### src/sppd_pkg.sv
// ----------------------------------------------------------------------------
// sppd_pkg
// Shared constants, register codes and stage control and status types of the stereo
// ping-pong delay.
// ----------------------------------------------------------------------------
package sppd_pkg;

	localparam int DEF_LINE_DEPTH  = 4096;
	localparam int DEF_SAMPLE_BITS = 16;

	localparam int CFG_INDEX_BITS = 2;
	localparam int CFG_DATA_BITS  = 16;
	localparam int DELAY_BITS     = 12;
	localparam int GAIN_BITS      = 16;

	localparam logic [CFG_INDEX_BITS-1:0] REG_DELAY    = 2'd0;
	localparam logic [CFG_INDEX_BITS-1:0] REG_FEEDBACK = 2'd1;
	localparam logic [CFG_INDEX_BITS-1:0] REG_MIX      = 2'd2;

	// q1.15 unity and rounding offset
	localparam logic [GAIN_BITS-1:0] Q_ONE = 16'h8000;
	localparam int Q_FRAC     = 15;
	localparam int ROUND_HALF = 16384;

	// result buffer entries, also the most transactions that may be in flight
	localparam int OUT_DEPTH = 8;

	typedef struct packed {
		logic valid;
		logic bypass;
	} stage_ctl_t;

	typedef struct packed {
		logic valid_s2;
		logic valid_s3;
	} mix_status_t;

endpackage

### src/sppd_mix.sv
// ----------------------------------------------------------------------------
// sppd_mix
// Dry/wet crossfade: difference times mix, then rounding and saturation.
// ----------------------------------------------------------------------------
module sppd_mix #(
	parameter int SAMPLE_BITS = 16
) (
	input  logic                           clk,
	input  logic                           arst_n,
	input  sppd_pkg::stage_ctl_t           ctl_s1,
	input  logic signed [SAMPLE_BITS-1:0]  x_left,
	input  logic signed [SAMPLE_BITS-1:0]  x_right,
	input  logic signed [SAMPLE_BITS-1:0]  wet_left,
	input  logic signed [SAMPLE_BITS-1:0]  wet_right,
	input  logic [sppd_pkg::GAIN_BITS-1:0] mix,
	output sppd_pkg::mix_status_t          status,
	output logic                           res_valid,
	output logic [SAMPLE_BITS-1:0]         res_left,
	output logic [SAMPLE_BITS-1:0]         res_right
);

	import sppd_pkg::*;

	localparam int SB = SAMPLE_BITS;
	localparam int DW = SB + 1;
	localparam int PW = SB + GAIN_BITS + 2;
	localparam int SW = PW + 1;
	localparam logic signed [SW-1:0] MIX_HALF = SW'(ROUND_HALF);
	localparam logic signed [SW-1:0] SMAX = SW'((64'sd1 <<< (SB - 1)) - 64'sd1);
	localparam logic signed [SW-1:0] SMIN = -SMAX - SW'(1);

	logic                 valid_s2;
	logic                 bypass_s2;
	logic signed [SB-1:0] xl_s2;
	logic signed [SB-1:0] xr_s2;
	logic signed [SB-1:0] wl_s2;
	logic signed [SB-1:0] wr_s2;

	logic                 valid_s3;
	logic signed [SB-1:0] xl_s3;
	logic signed [SB-1:0] xr_s3;
	logic signed [PW-1:0] pl_s3;
	logic signed [PW-1:0] pr_s3;

	logic [GAIN_BITS-1:0] mix_eff;
	logic signed [DW-1:0] dl;
	logic signed [DW-1:0] dr;
	logic signed [PW-1:0] pl;
	logic signed [PW-1:0] pr;
	logic signed [SW-1:0] sl;
	logic signed [SW-1:0] sr;

	always_ff @(posedge clk or negedge arst_n) begin
		if (!arst_n) begin
			valid_s2 <= 1'b0;
			valid_s3 <= 1'b0;
		end else begin
			valid_s2 <= ctl_s1.valid;
			valid_s3 <= valid_s2;
		end
	end

	always_ff @(posedge clk) begin
		bypass_s2 <= ctl_s1.bypass;
		xl_s2     <= x_left;
		xr_s2     <= x_right;
		wl_s2     <= wet_left;
		wr_s2     <= wet_right;
		xl_s3     <= xl_s2;
		xr_s3     <= xr_s2;
		pl_s3     <= pl;
		pr_s3     <= pr;
	end

	// x*(1-m) + w*m written as x*1 + (w-x)*m
	assign mix_eff = bypass_s2 ? '0 : mix;
	assign dl      = DW'(wl_s2) - DW'(xl_s2);
	assign dr      = DW'(wr_s2) - DW'(xr_s2);
	assign pl      = dl * $signed({1'b0, mix_eff});
	assign pr      = dr * $signed({1'b0, mix_eff});

	assign sl = ((SW'(xl_s3) <<< Q_FRAC) + SW'(pl_s3) + MIX_HALF) >>> Q_FRAC;
	assign sr = ((SW'(xr_s3) <<< Q_FRAC) + SW'(pr_s3) + MIX_HALF) >>> Q_FRAC;

	always_comb begin
		if (sl > SMAX) begin
			res_left = SB'(SMAX);
		end else if (sl < SMIN) begin
			res_left = SB'(SMIN);
		end else begin
			res_left = SB'(sl);
		end
		if (sr > SMAX) begin
			res_right = SB'(SMAX);
		end else if (sr < SMIN) begin
			res_right = SB'(SMIN);
		end else begin
			res_right = SB'(sr);
		end
	end

	assign res_valid       = valid_s3;
	assign status.valid_s2 = valid_s2;
	assign status.valid_s3 = valid_s3;

endmodule

### config.mk
export PLATFORM = sky130hd
export DESIGN_NAME = sppd_mix
export DESIGN_NICKNAME = d
export VERILOG_FILES = /design/src/sppd_pkg.sv /design/src/sppd_mix.sv
export SDC_FILE = /design/constraint.sdc
export NUM_CORES = 2
export LEC_CHECK = 0
export BUFFER_PORTS_ARGS = -buffer_cell sky130_fd_sc_hd__buf_2
export CAP_MARGIN = 10
export CELL_PAD_IN_SITES_DETAIL_PLACEMENT = 0
export CELL_PAD_IN_SITES_GLOBAL_PLACEMENT = 2
export CORE_MARGIN = 10
export CORE_UTILIZATION = 35
export CTS_BUF_LIST = sky130_fd_sc_hd__clkbuf_8
export CTS_CLUSTER_SIZE = 12
export DETAILED_ROUTE_END_ITERATION = 12
export PLACE_DENSITY = 0.85
export SYNTH_ARGS = -nofsm -noshare
export SYNTH_HDL_FRONTEND = slang
export SYNTH_SLANG_ARGS = --single-unit
### constraint.sdc
create_clock -name clk -period 7.9 [get_ports clk]
set_input_delay 1.58 -clock clk [delete_from_list [all_inputs] [get_ports clk]]
set_output_delay 1.58 -clock clk [all_outputs]
set_load 0.01 [all_outputs]
**Word-level counts from Yosys, hierarchy flattened**

Cells that the tools add are included.

- Multiply operators: 2
- Magnitude comparators: 4
- Add/subtract/negate cells: 6
- Muxes and demuxes: 5

Operators with widths:

| kind | count |
|---|---|
| $mux W16 | 5 |
| $add A31 B34 Y35 | 2 |
| $add A35 B16 Y35 const B | 2 |
| $mul A17 B17 Y34 | 2 |
| $gt A20 B16 Y1 const B | 2 |
| $lt A20 B16 Y1 const B | 2 |
| $sub A16 B16 Y17 | 2 |

- Output and inout port bits: 35
- Flip-flop bits (word level): 167
- Word-level logic and storage cells: 28
- Input bits: 84

**Longest topological paths before layout**

- Depth after elaboration: 5
- Depth in mapped cells: 36
- Depth with buffers taken out: 35

**Worst setup path after synthesis**

No wires, ideal clock.

- Kind: flip-flop to flip-flop
- Start: register wl_s2[0]
- End: register pl_s3[33]
- Setup time: 0.072 ns
- Data required time: 7.828 ns
- Slack: -0.308 ns
- Period minus slack after synthesis: 8.208 ns
- Buffers on the path: 2
- Data arrival time: 8.136 ns
- Stages on the path, launching flop included: 34
- Path through: dfxtp_1 -> inv_1 -> ha_1 -> inv_1 -> fa_1 -> a21o_1 -> a21oi_2 -> o21ai_1 -> a21oi_2 -> o21bai_1 -> a21oi_2 -> o2111ai_1 -> nand2_1 -> a31o_2 -> clkbuf_1 -> nand2_1 -> fa_1 -> inv_1 -> fa_1 -> clkbuf_1 -> inv_1 -> fa_1 -> fa_1 -> fa_1 -> fa_1 -> inv_1 -> ha_1 -> a211o_1 -> o21ai_0 -> o41ai_1 -> a41o_1 -> o41a_1 -> a21oi_1 -> xnor2_1

- Cells in the longest elaborated chain, start to end: 2

Ends and longest elaborated chain:

| item | line | RTL |
|---|---|---|
| start, declared | sppd_mix.sv:36 | `logic signed [SB-1:0] wl_s2;` |
| start signal, assigned | sppd_mix.sv:67 | `wl_s2 <= wet_left;` |
| $sub A16 B16 Y17 | sppd_mix.sv:77 | `assign dl = DW'(wl_s2) - DW'(xl_s2);` |
| $mul A17 B17 Y34 | sppd_mix.sv:79 | `assign pl = dl * $signed({1'b0, mix_eff});` |
| net pl[33] | sppd_mix.sv:48 | `logic signed [PW-1:0] pl;` |
| end signal, assigned | sppd_mix.sv:71 | `pl_s3 <= pl;` |
| end, declared | sppd_mix.sv:42 | `logic signed [PW-1:0] pl_s3;` |

The timed path passes the listed nets, and every way through them passes these cells.

**Worst setup path after layout**

- Start: register xr_s2[0]
- End: register pr_s3[32]

- Cells in the longest elaborated chain, start to end: 2

Ends and longest elaborated chain:

| item | line | RTL |
|---|---|---|
| start, declared | sppd_mix.sv:35 | `logic signed [SB-1:0] xr_s2;` |
| start signal, assigned | sppd_mix.sv:66 | `xr_s2 <= x_right;` |
| $sub A16 B16 Y17 | sppd_mix.sv:78 | `assign dr = DW'(wr_s2) - DW'(xr_s2);` |
| $mul A17 B17 Y34 | sppd_mix.sv:80 | `assign pr = dr * $signed({1'b0, mix_eff});` |
| net pr[32] | sppd_mix.sv:49 | `logic signed [PW-1:0] pr;` |
| end signal, assigned | sppd_mix.sv:72 | `pr_s3 <= pr;` |
| end, declared | sppd_mix.sv:43 | `logic signed [PW-1:0] pr_s3;` |

The timed path passes the listed nets, and every way through them passes these cells.

==> impl_results.md <==
- Status: finished, violations left
- Violated checks: negative setup slack
- GRT overflow: 0
- Max_cap viols: 0
- Register Area: 2800 um2
- Worst setup margin: -0.141 ns
- Worst-Skew Late Latency: 0.51 ns
- Design area: 32,000 um2
- Worst hold path class: flop to flop
- Synth Register Bits: 139
- Starting Density: 0.355
- Vias per cell: approximately 4.6
- Total wire length: 69,800 um
- Area Growth Syn to Fin: 20.7%
- Slew @ Worst Pin: 0.953 ns
- Total core area: 74,700 um2
- Hpwl dp: between 60,000 and 70,000 um
- Die Y: between 200 and 300 um
- Worst path slowest cell: fa_2
- Worst Setup Start Kind: flop
- Final min period: 8.04 ns
- Register area share after synthesis: 0.105
- Async set-reset flop share out of synthesis: 0.0144
- Worst setup path class: flop to flop
- Boundary pin count: 119
- Post-DP Area: between 30,000 and 40,000 um2
- Largest net degree at the start of global routing: 23
- Initial DRC Count: around 1,000
- Area of the multi-input gates: ~21,000 um2
- Pre-antenna DRT Iters: 6
- YS warnings: 0
- Sum Neg Setup Slack: -0.430 ns
- Initial antenna violation count: 4
- Endpoints failing setup: 6
- Avg Cell Area, Syn: 8.94 um2
- Crit-path max cell delay: 0.54 ns
- Clk buf depth: 2
- CTS Buf Count: 17
- Gr usage total: 0.166
- CTS HTree Levels: 4
- RSZ-0062 raised after global routing: yes
- Commonest non-fill, non-tap cells in the layout: inv_1, fa_1, buf_4
- Syn Nets: 3,835
- Final Util: 0.428
- FMAX: 124 MHz
- Post-synth top flop: dfxtp_1
- Die Wd: 295 um
- Tcrit/Tclk final: 1.02
- Antenna-violating nets left: 0
- CP Max Fanout: 6
- Hold Path Stages: 0
- Wire per inst: 16.1 um
- Required @ worst endpoint: 8.28 ns
- Clock sink count: 139
- Layout net count: about 4,200
- Port bufs: between 100 and 150
- Final hold viol count: 0
- EDFF count, synth: 0
- Vias in the first global route: 21,314
- Max_slew headroom: 0.361
- Filler cells: 7,449
- Clock root buffer: clkbuf_8
- Most common cell after layout, fill and taps aside: inv_1
- First-pass GRT wire length: about 110,000 um
- Unique masters post-synth: 77
- Clock skew: 0.0321 ns
- Die ar.: ~87,000 um2
- CP Capture Type: flop
- Layout cells sized above 1: 0.202
- Final estimated routing congestion in global placement: 0.851
- FF-to-FF path depth: 36
- Drt drc: 0
- Worst Path Arrival: between 8 and 9 ns
- CTS clock-pin slew for the worst setup and hold paths: around 0.11 ns
- Pins over their slew limit: 0
- TritonCTS clock tree: done
- Synth Instances: slightly below 3,000
- Row cnt: 100
- Vias: around 20,000
- Area of the mapped netlist: 26,500 um2
-- metal layers --
metal  wire length [um]  GRT usage
met4                966     0.0333
met1              30900      0.216
met2              34800      0.290
met3               3110     0.0243
met5                 43          0
-- what timing repair did --
item                                    in CTS  in global routing
pin swaps                                  108                121
gates resized for setup                     97                 99
setup buffers                               34                 16
gates cloned                                 0                  0
endpoints found under the setup margin      19                 30
hold endpoints to repair                     0                  0
hold buffers                                 0                  0
-- per-stage QoR --
| stage | instances | hold slack (ns) | setup slack [ns] |
|---|---|---|---|
| after floorplan | 2962 | 0.331 | 0.00465 |
| after global placement | 4270 | 0.334 | -0.396 |
| after detailed placement | 4270 | 0.335 | -0.557 |
| after CTS | 4335 | 0.353 | -0.154 |
| after global routing | 4349 | 0.356 | -0.497 |
| final | 4351 | 0.348 | -0.141 |
-- cell type report --
cell class,instances,share of cell area
Multi-Input combinational cell,2007,0.669
Sequential cell,139,0.0876
Tap cell,969,0.0379
Antenna cell,3,0.000235
Inverter,727,0.0853
Clock inverter,14,0.00489
Clock buffer,18,0.00775
Timing Repair Buffer,474,0.108
-- critical path: cells and delay by family (launching register included) --
| kind | cells | cell delay, ns |
|---|---|---|
| fa+ha+maj | 9 | 3.63 |
| mux | 1 | 0.19 |
| simple gates | 4 | 0.86 |
| flops | 1 | 0.37 |
| buf+inv | 7 | 0.62 |
| compound gates | 15 | 2.26 |
-- state kept, by name, indices dropped and copies added, names as in the netlist --
| name | flops |
|---|---|
| pl_s3 | 20 |
| pr_s3 | 20 |
| wl_s2 | 16 |
| wr_s2 | 16 |
| xl_s2 | 16 |
| xl_s3 | 16 |
| xr_s2 | 16 |
| xr_s3 | 16 |
| bypass_s2 | 1 |
| res_valid | 1 |
| valid_s2 | 1 |
-- final timing paths --
| kind | startpoint | slack (ns) | endpoint |
|---|---|---|---|
| max in group asynchronous | arst_n | 6.94 | valid_s2$_DFF_PN0_ |
| worst min-delay path | valid_s2$_DFF_PN0_ | 0.35 | res_valid$_DFF_PN0_ |
| worst min register to register | valid_s2$_DFF_PN0_ | 0.35 | res_valid$_DFF_PN0_ |
| worst max-delay path | xr_s2[0]$_DFF_P_ | -0.14 | pr_s3[32]$_DFF_P_ |
| worst max register to register | xr_s2[0]$_DFF_P_ | -0.14 | pr_s3[32]$_DFF_P_ |
| min in group asynchronous | arst_n | 0.83 | res_valid$_DFF_PN0_ |
-- cell usage after synthesis (24+ instances only) --
master	number	area (um2)
nand2b_1	38	238
and2_1	29	181
dfxtp_1	137	2740
inv_1	727	2730
xnor2_1	80	701
ha_1	243	3040
a21o_1	41	308
nand2_1	315	1180
nor2b_1	24	150
xor2_1	49	429
a21oi_1	70	350
o21ai_0	41	205
nand3_1	36	180
fa_1	546	10900
clkbuf_1	76	285
nor2_1	285	1070
-- cell families after synthesis --
family / Yosys count / synth area share
xor gates and xnor gates: 131 / 0.0439
adders and majority gates: 797 / 0.530
DFF: 139 / 0.105
buffers and inverters: 816 / 0.117
AOI/OAI and AO/OA: 276 / 0.0715
and+or+nand+nor: 801 / 0.131
muxes: 2 / 0.000756
Power is left out: the tool's default activity adds up to more than one toggle a clock period on the data nets, which glitch-free logic cannot reach.
