### src/sppd_pkg.sv
// ----------------------------------------------------------------------------
// sppd_pkg
// Shared constants, register codes and stage control and status types of the stereo
// ping-pong delay.
// ----------------------------------------------------------------------------
package sppd_pkg;

	localparam int DEF_LINE_DEPTH  = 4096;
	localparam int DEF_SAMPLE_BITS = 16;

	localparam int CFG_INDEX_BITS = 2;
	localparam int CFG_DATA_BITS  = 16;
	localparam int DELAY_BITS     = 12;
	localparam int GAIN_BITS      = 16;

	localparam logic [CFG_INDEX_BITS-1:0] REG_DELAY    = 2'd0;
	localparam logic [CFG_INDEX_BITS-1:0] REG_FEEDBACK = 2'd1;
	localparam logic [CFG_INDEX_BITS-1:0] REG_MIX      = 2'd2;

	// q1.15 unity and rounding offset
	localparam logic [GAIN_BITS-1:0] Q_ONE = 16'h8000;
	localparam int Q_FRAC     = 15;
	localparam int ROUND_HALF = 16384;

	// result buffer entries, also the most transactions that may be in flight
	localparam int OUT_DEPTH = 8;

	typedef struct packed {
		logic valid;
		logic bypass;
	} stage_ctl_t;

	typedef struct packed {
		logic valid_s2;
		logic valid_s3;
	} mix_status_t;

endpackage

### src/sppd_out_fifo.sv
// ----------------------------------------------------------------------------
// sppd_out_fifo
// Result buffer between the free-running pipeline and the output channel.
// ----------------------------------------------------------------------------
module sppd_out_fifo #(
	parameter int SAMPLE_BITS = 16
) (
	input  logic                                    clk,
	input  logic                                    arst_n,
	input  logic                                    wr_en,
	input  logic [SAMPLE_BITS-1:0]                  wr_left,
	input  logic [SAMPLE_BITS-1:0]                  wr_right,
	input  logic                                    rd_en,
	output logic                                    not_empty,
	output logic [SAMPLE_BITS-1:0]                  rd_left,
	output logic [SAMPLE_BITS-1:0]                  rd_right,
	output logic [$clog2(sppd_pkg::OUT_DEPTH+1)-1:0] level
);

	import sppd_pkg::*;

	localparam int PW = $clog2(OUT_DEPTH);
	localparam int CW = $clog2(OUT_DEPTH + 1);

	logic [2*SAMPLE_BITS-1:0] buf_q [OUT_DEPTH];
	logic [PW-1:0]            wr_ptr_q;
	logic [PW-1:0]            rd_ptr_q;
	logic [CW-1:0]            level_q;

	always_ff @(posedge clk) begin
		if (wr_en) begin
			buf_q[wr_ptr_q] <= {wr_left, wr_right};
		end
	end

	always_ff @(posedge clk or negedge arst_n) begin
		if (!arst_n) begin
			wr_ptr_q <= '0;
			rd_ptr_q <= '0;
			level_q  <= '0;
		end else begin
			if (wr_en) begin
				wr_ptr_q <= wr_ptr_q + PW'(1);
			end
			if (rd_en) begin
				rd_ptr_q <= rd_ptr_q + PW'(1);
			end
			level_q <= level_q + CW'(wr_en) - CW'(rd_en);
		end
	end

	assign not_empty = (level_q != '0);
	assign rd_left   = buf_q[rd_ptr_q][2*SAMPLE_BITS-1:SAMPLE_BITS];
	assign rd_right  = buf_q[rd_ptr_q][SAMPLE_BITS-1:0];
	assign level     = level_q;

endmodule
### config.mk
export PLATFORM = sky130hd
export DESIGN_NAME = sppd_out_fifo
export DESIGN_NICKNAME = d
export VERILOG_FILES = /design/src/sppd_pkg.sv /design/src/sppd_out_fifo.sv
export SDC_FILE = /design/constraint.sdc
export NUM_CORES = 1
export LEC_CHECK = 0
export ABC_AREA = 1
export BUFFER_PORTS_ARGS = -buffer_cell sky130_fd_sc_hd__buf_2
export CAP_MARGIN = 15
export CORE_MARGIN = 2
export CORE_UTILIZATION = 55
export CTS_CLUSTER_SIZE = 40
export DETAILED_ROUTE_END_ITERATION = 6
export PLACE_DENSITY = 0.73
export SLEW_MARGIN = 20
export SYNTH_ARGS = -nofsm -noshare
export SYNTH_HDL_FRONTEND = slang
export SYNTH_SLANG_ARGS = --single-unit
### constraint.sdc
create_clock -name clk -period 6.7 [get_ports clk]
set_input_delay 1.34 -clock clk [delete_from_list [all_inputs] [get_ports clk]]
set_output_delay 1.34 -clock clk [all_outputs]
set_load 0.01 [all_outputs]
* Word-level counts from Yosys, hierarchy flattened
Memory sizes are Yosys's and may differ from the RTL's. Index checks and enable logic that the tools add are counted.
Word-level totals: bits in writable memories 256, register bits after elaboration 10, input bits 36, memories 1, output and inout bits 37, word-level logic and storage cells 11
Memories:
- buf_q | words 8, bits a word 32, rd ports 1, clocked after Yosys merged registers in 0, write ports 1, RTL line sppd_out_fifo.sv:25 | logic [2*SAMPLE_BITS-1:0] buf_q [OUT_DEPTH];
Operators by class: reductions and logical operators 1, add/subtract/negate cells 4, muxes and demuxes 2
Operator list (count):
- $add 3x1->3 const B | 2
- $add 4x1->4 | 1
- $reduce_bool 4->1 | 1
- $sub 4x1->4 | 1
- $mux 1 | 2

* Depth between registers and ports, before layout
Gate-level depths: netlist of run 1.
depth after elaboration 2, gate-level depth with buffers 8, gate-level depth less buffers 7

* Worst setup path before layout of run 1
OpenSTA, ideal clock, no wires.
path kind input port to flip-flop, from in wr_en, to mem buf_q[0][0] (netlist name) (enable), data required time 6.279 ns, path buffers 0, setup time 0.421 ns, arrival 3.045 ns, cell stages on the path 3, path slack 3.234 ns, cell sequence inv_1 > or2_2 > nor2_1
On the way: cells in the longest elaborated chain, start to end 2
RTL lines:
- start, declared | RTL line sppd_out_fifo.sv:10 | input logic wr_en,
- $mux 1 | RTL line sppd_out_fifo.sv:31 | if (wr_en) begin
- $mux 1 (implied by the code) | RTL line sppd_out_fifo.sv:32 | buf_q[wr_ptr_q] <= {wr_left, wr_right};
- end, declared | RTL line sppd_out_fifo.sv:25
Every way passes these cells.

* Worst setup path in the final report of run 1
from reg rd_ptr_q[0], to out rd_left[4]
On the way: cells in the longest elaborated chain, start to end 1
RTL lines:
- start, declared | RTL line sppd_out_fifo.sv:27 | logic [PW-1:0] rd_ptr_q;
- start signal, assigned | RTL line sppd_out_fifo.sv:46 | rd_ptr_q <= rd_ptr_q + PW'(1);
- $mem_v2 8x32
- end, declared | RTL line sppd_out_fifo.sv:15 | output logic [SAMPLE_BITS-1:0] rd_left,
Every way passes these cells.

==> flow_metrics.env, run 1 <==
export IMPL_synth_area_um2=11700
export IMPL_n_antenna_cell=0
export IMPL_setup_tns_final_ns=0
export IMPL_drc_errors=0
export IMPL_grt_pass1_wl_um=36600
export IMPL_vias=7484
export IMPL_antenna_left=0
export IMPL_fillers=1690
export IMPL_clock_latency_ns=0.54
export IMPL_nets=1281
export IMPL_io_pins=73
export IMPL_synth_edf_count=256
export IMPL_cts_htree_levels=1
export IMPL_holdWs_ns=0.543
export IMPL_tightest_slew_ns=1.05
export IMPL_crit_fanout=76
export IMPL_post_cts_setup_buffers=0
export IMPL_gp_congestion=0.754
export IMPL_final_util_pct=62.8
export IMPL_cts_max_path_buffers=3
export IMPL_syn_mean_instance_area_um2=9.98
export IMPL_numClockSinks=266
export IMPL_die_h_um=150
export IMPL_max_freq_mhz=219
export IMPL_status="finished clean"
export IMPL_synthTopCellsByCount="428 x nand2_1, 272 x inv_1, 256 x edfxtp_1, 130 x nand3_1, 25 x buf_2"
export IMPL_yosys_area_top_type="edfxtp_1"
export IMPL_synth_seq_area_share_pct=67.9
export IMPL_start_util_pct=55.7
export IMPL_area_delta_synth_final_pct=12.7
export IMPL_maxSlewViolCount=0
export IMPL_cts_made_buffers=27
export IMPL_synth_top_area_share_pct=65.8
export IMPL_startpoint_type="flip-flop"
export IMPL_synth_nets=1215
export IMPL_period_needed_ns=4.56
export IMPL_wire_per_inst_um=15.2
export IMPL_post_cts_resized=0
export IMPL_rows=53
export IMPL_numPortBuffers=72
export IMPL_dieArea_um2=22400
export IMPL_clkTransAtPathRegs_ns=0.06
export IMPL_die_w_um=150
export IMPL_synth_most_common_cell="nand2_1"
export IMPL_slew_headroom_pct=30.1
export IMPL_finalHoldViolCount=0
export IMPL_grt_overflow=0
export IMPL_vias_per_cell=4.89
export IMPL_cts_hold_buf=0
export IMPL_core_um2=21000
export IMPL_ys_ff_latch=266
export IMPL_endpoint_kind="output port"
export IMPL_async_reset_ff_share_pct=3.76
export IMPL_yosys_warnings=0
export IMPL_drt_initial_drc_count=556
export IMPL_ir_drop_uv=280
export IMPL_netlist_instances=1171
export IMPL_setup_viol=0
export IMPL_clock_skew_ns=0.0101
export IMPL_synth_area_leaders="edfxtp_1 66%, nand2_1 14%, inv_1 8.7%"
export IMPL_grt_max_degree=99
export IMPL_dr_pass1_iters=5
export IMPL_dp_hpwl_um=12200
export IMPL_p_leak_nw=6.17
export IMPL_synth_distinct_cells=18
export IMPL_power_density_nw_per_um2=411
export IMPL_multiInputGateArea_um2=2520
export IMPL_hp_class="flip-flop to flip-flop"
export IMPL_arrival_ns=3.22
export IMPL_crit_required_ns=5.36
export IMPL_grt_pass1_vias=7103
export IMPL_drt_total_wl_um=23200
export IMPL_drive_above_1_share_pct=11.1
export IMPL_setup_worst_path_class="flip-flop to output port"
export IMPL_ff_latch_area_um2=7940
export IMPL_synthFlopType="edfxtp_1"
export IMPL_antenna_found_initial=0
export IMPL_grt_util_all_layers_pct=21.4
export IMPL_drv_cap=0
export IMPL_min_period_over_period_pct=68.0
export IMPL_clockRootBuffer="clkbuf_16"
export IMPL_cts_tree="done"
export IMPL_rsz0062_at_grt="no"
==> critical path: stages, from the launching register on <==
cell      delay (ns)
dfrtp_4         0.66
clkinv_2        0.68
buf_4           0.62
nand2_1         0.16
nand3_1         0.10
nand2_1         0.13
nand2_1         0.06
nand2_1         0.11
buf_2           0.13
==> power breakdown <==
| group | internal, mW | leakage, nW | switching (mW) | total, mW |
|---|---|---|---|---|
| clock network | 0.860 | 0.430 | 0.593 | 1.45 |
| logic | 0.580 | 3.30 | 1.26 | 1.84 |
| registers | 2.03 | 2.44 | 0.0791 | 2.11 |
==> placed cells by master, fill, tap and decap left out, types with 2 or more instances in the layout <==
cell type / synthesis / layout
nor2_4: 0 / 8
clkbuf_16: 0 / 27
nand2_1: 428 / 428
clkinv_2: 0 / 9
ha_1: 7 / 7
buf_2: 25 / 72
buf_4: 12 / 14
bufinv_16: 0 / 3
xor2_1: 4 / 4
clkbuf_1: 7 / 2
edfxtp_1: 256 / 256
inv_1: 272 / 271
o21ai_0: 2 / 2
dfrtp_1: 10 / 8
clkinv_1: 0 / 6
nand3_1: 130 / 130
==> final cells by class <==
type	instances	share of cell area, %
Sequential cell	266	60.3
Inverter	273	7.79
Clock inverter	19	1.28
Tap cell	275	2.61
Multi-Input combinational cell	583	19.1
Timing Repair Buffer	86	3.54
Clock buffer	30	5.29
==> worst paths after layout <==
kind                                          from                      end  cells after the start  slack (ns)
max                        rd_ptr_q[0]$_DFFE_PN0P_               rd_left[4]                      8        2.14
min                        wr_ptr_q[0]$_DFFE_PN0P_  wr_ptr_q[0]$_DFFE_PN0P_                      2        0.54
max reg2reg                wr_ptr_q[0]$_DFFE_PN0P_    buf_q[4][2]$_DFFE_PP_                      3        4.55
min reg2reg                wr_ptr_q[0]$_DFFE_PN0P_  wr_ptr_q[0]$_DFFE_PN0P_                      2        0.54
max in group asynchronous                   arst_n  rd_ptr_q[0]$_DFFE_PN0P_                      1        5.81
min in group asynchronous                   arst_n       level[3]$_DFF_PN0_                      1        0.67
==> metal layers <==
metal	global-route usage (%)	part of all wire [%]	wire, um
met1	27.8	43	9960
met2	37.9	49	11500
met3	2.65	5.1	1190
met4	6.32	2.6	609
met5	0	0	0
==> registers in the layout, summed over array words and instances (netlist names) <==
signal	count
level	4
wr_ptr_q	3
buf_q	256
rd_ptr_q	3
==> per-stage QoR <==
step	power, mW	cell area, um2	instances	setup slack (ns)
final	5.40	13200	1532	2.14
after global routing	5.76	13200	1532	1.93
after CTS	5.45	13200	1532	2.13
after detailed placement	4.00	12300	1483	2.73
after global placement	3.96	12300	1483	2.76
after floorplan	3.43	11700	1171	3.23
==> cell families after synthesis <==
logic type / synth area share [%]
xor gates and xnor gates: 0.375
DFF: 67.9
buffers and inverters: 11.0
AOI/OAI and AO/OA: 0.128
and+or+nand+nor: 19.6
adders and majority gates: 0.921
Note: power is estimated with default switching activity, not from simulation.
==> run 2: changes to the inputs <==
Clock period 6.7 ns to 4.4 ns, I/O delays scaled along.
==> run 2 against run 1 <==
Against the previous run:
- via count increased by 1.8%
- sequential power increased by 50%
- cell count increased by 0.26%
- critical path depth unchanged
- clock-buffer cell count increased by 11
- combinational power increased by 58%
- clock skew decreased by 0.0040 ns
- sequential share of layout area decreased by 0.50 points
- setup slack got worse by 1.5 ns
- global-route usage increased by 0.42 points
==> flow_metrics.env, run 2 (synthesized netlist as in run 1, its figures left out) <==
export IMPL_status="finished clean"
export IMPL_numPortBuffers=72
export IMPL_gp_congestion=0.738
export IMPL_grt_overflow=0
export IMPL_antenna_left=0
export IMPL_largest_register="buf_q"
export IMPL_holdWs_ns=0.213
export IMPL_sw_frac_of_total_pct=35.1
export IMPL_post_cts_resized=0
export IMPL_largest_reg_flops=256
export IMPL_drt_total_wl_um=23600
export IMPL_rr_worst_depth=5
export IMPL_die_w_um=150
export IMPL_nets=1285
export IMPL_clkTransAtPathRegs_ns=0.06
export IMPL_cts_htree_levels=1
export IMPL_min_period_over_period_pct=85.9
export IMPL_clock_skew_ns=0.00612
export IMPL_vias_per_cell=4.96
export IMPL_power_mw=8.45
export IMPL_setup_tns_final_ns=0
export IMPL_clock_latency_ns=0.52
export IMPL_slew_headroom_pct=40.1
export IMPL_post_cts_setup_buffers=0
export IMPL_maxSlewViolCount=0
export IMPL_die_h_um=150
export IMPL_wirelength_met1_um=9720
export IMPL_dp_worst_setup_slack_ns=1.18
export IMPL_clockRootBuffer="clkbuf_16"
export IMPL_p_clk_share_pct=28.2
export IMPL_cts_hold_buf=0
export IMPL_worst_slack_ns=0.620
export IMPL_wire_per_inst_um=15.3
export IMPL_n_antenna_cell=0
export IMPL_wl_met2_um=11900
export IMPL_fillers=1647
export IMPL_most_common_layout_cells="428 x nand2_1, 271 x inv_1, 256 x edfxtp_1"
export IMPL_layout_commonest_cell="nand2_1"
export IMPL_core_um2=21000
export IMPL_drive_above_1_share_pct=11.3
export IMPL_vias=7621
export IMPL_antenna_found_initial=0
export IMPL_area_delta_synth_final_pct=13.6
export IMPL_start_util_pct=55.7
export IMPL_tightest_slew_ns=0.896
export IMPL_numClockSinks=266
export IMPL_intPower_mw=5.48
export IMPL_rows=53
export IMPL_endpoint_kind="output port"
export IMPL_detailed_place_area_um2=12300
export IMPL_arrival_ns=2.90
export IMPL_fin_area_um2=13300
export IMPL_grt_pass1_wl_um=37700
export IMPL_dp_hpwl_um=13200
export IMPL_startpoint_type="flip-flop"
export IMPL_cts_made_buffers=27
export IMPL_seqPwrFrac_pct=37.5
export IMPL_dieArea_um2=22400
export IMPL_dr_pass1_iters=5
export IMPL_setup_worst_path_class="flip-flop to output port"
export IMPL_grt_util_all_layers_pct=21.8
export IMPL_io_pins=73
export IMPL_cts_max_path_buffers=3
export IMPL_power_density_nw_per_um2=637
export IMPL_met3_length_um=1250
export IMPL_rsz0062_at_grt="no"
export IMPL_grt_pass1_vias=7454
export IMPL_r2r_start="rd_ptr_q[0]$_DFFE_PN0P_"
export IMPL_drt_initial_drc_count=586
export IMPL_hp_class="primary input to asynchronous set/reset pin"
export IMPL_drv_cap=0
export IMPL_cts_tree="done"
export IMPL_period_needed_ns=3.78
export IMPL_p_comb_share_pct=34.3
export IMPL_dr_max_layer_used="met4"
export IMPL_crit_fanout=72
export IMPL_p_leak_nw=6.22
export IMPL_netSwitchingPower_mw=2.97
export IMPL_ir_drop_uv=393
export IMPL_worstReg2RegEnd="rd_ptr_q[1]$_DFFE_PN0P_"
export IMPL_reg2reg_slack_ns=2.05
export IMPL_grt_max_degree=73
export IMPL_finalHoldViolCount=0
export IMPL_drc_errors=0
export IMPL_crit_required_ns=3.52
export IMPL_max_freq_mhz=265
export IMPL_setup_viol=0
==> run 2: cell count changes in the layout (fill, tap and decap cells not counted), sizes merged <==
| cell | previous run | this run |
|---|---|---|
| clkbuf | 30 | 41 |
| clkinv | 15 | 4 |
| buf | 86 | 90 |
| bufinv | 3 | 5 |
| clkinvlp | 1 | 0 |
| inv | 273 | 272 |
==> run 2: layer usage <==
| metal | up-vias | GRT usage (%) |
|---|---|---|
| met2 | 207 | 37.6 |
| li1 | 3763 | - |
| met3 | 58 | 2.77 |
| met1 | 3593 | 28.4 |
| met4 | 0 | 8.30 |
| met5 | - | 0 |
==> run 2: how the worst max path moves through the flow <==
stage,start,endpoint,slack (ns)
floorplan,wr_en,buf_q[0][0]$_DFFE_PP_,1.39
global placement,rd_ptr_q[0]$_DFFE_PN0P_,rd_left[5],1.24
detailed placement,rd_ptr_q[0]$_DFFE_PN0P_,rd_left[5],1.18
CTS,rd_ptr_q[0]$_DFFE_PN0P_,rd_left[5],0.60
global route,rd_ptr_q[0]$_DFFE_PN0P_,rd_left[5],0.45
finish,rd_ptr_q[0]$_DFFE_PN0P_,rd_left[5],0.62
==> run 2: metrics by stage <==
stage,util (%),std cells
2_1_floorplan,-,1171
3_3_place_gp,58.9,1487
3_5_place_dp,58.9,1487
4_1_cts,63.3,1536
5_1_grt,63.3,1536
6_report,63.3,1536
==> run 2: area by class of cell <==
class / instances / area [um2] / share of cell area (%)
clock buffers: 41 / 768 / 5.79
clock inverters: 8 / 165 / 1.24
inverters: 273 / 1030 / 7.73
multi-input cells: 583 / 2520 / 19.0
flip-flops and latches: 266 / 7940 / 59.8
well taps: 275 / 344 / 2.59
repair buffers: 90 / 508 / 3.83
==> run 2: power by group through the flow <==
stage                     Clock, mW  Combinational (mW)  Sequential (mW)
after global routing           2.51                3.30             3.19
after global placement            0                2.84             3.21
final                          2.39                2.90             3.17
after floorplan                   0                2.01             3.22
after CTS                      2.42                2.94             3.17
after detailed placement          0                2.92             3.22
==> run 2: critical path, cell delays in order (launching register included) <==
cell,delay [ns]
dfrtp_4,0.41
buf_4,0.52
buf_4,0.74
nand2_1,0.15
nand3_1,0.13
nand2_1,0.08
nand2_1,0.06
nand2_1,0.10
buf_2,0.15
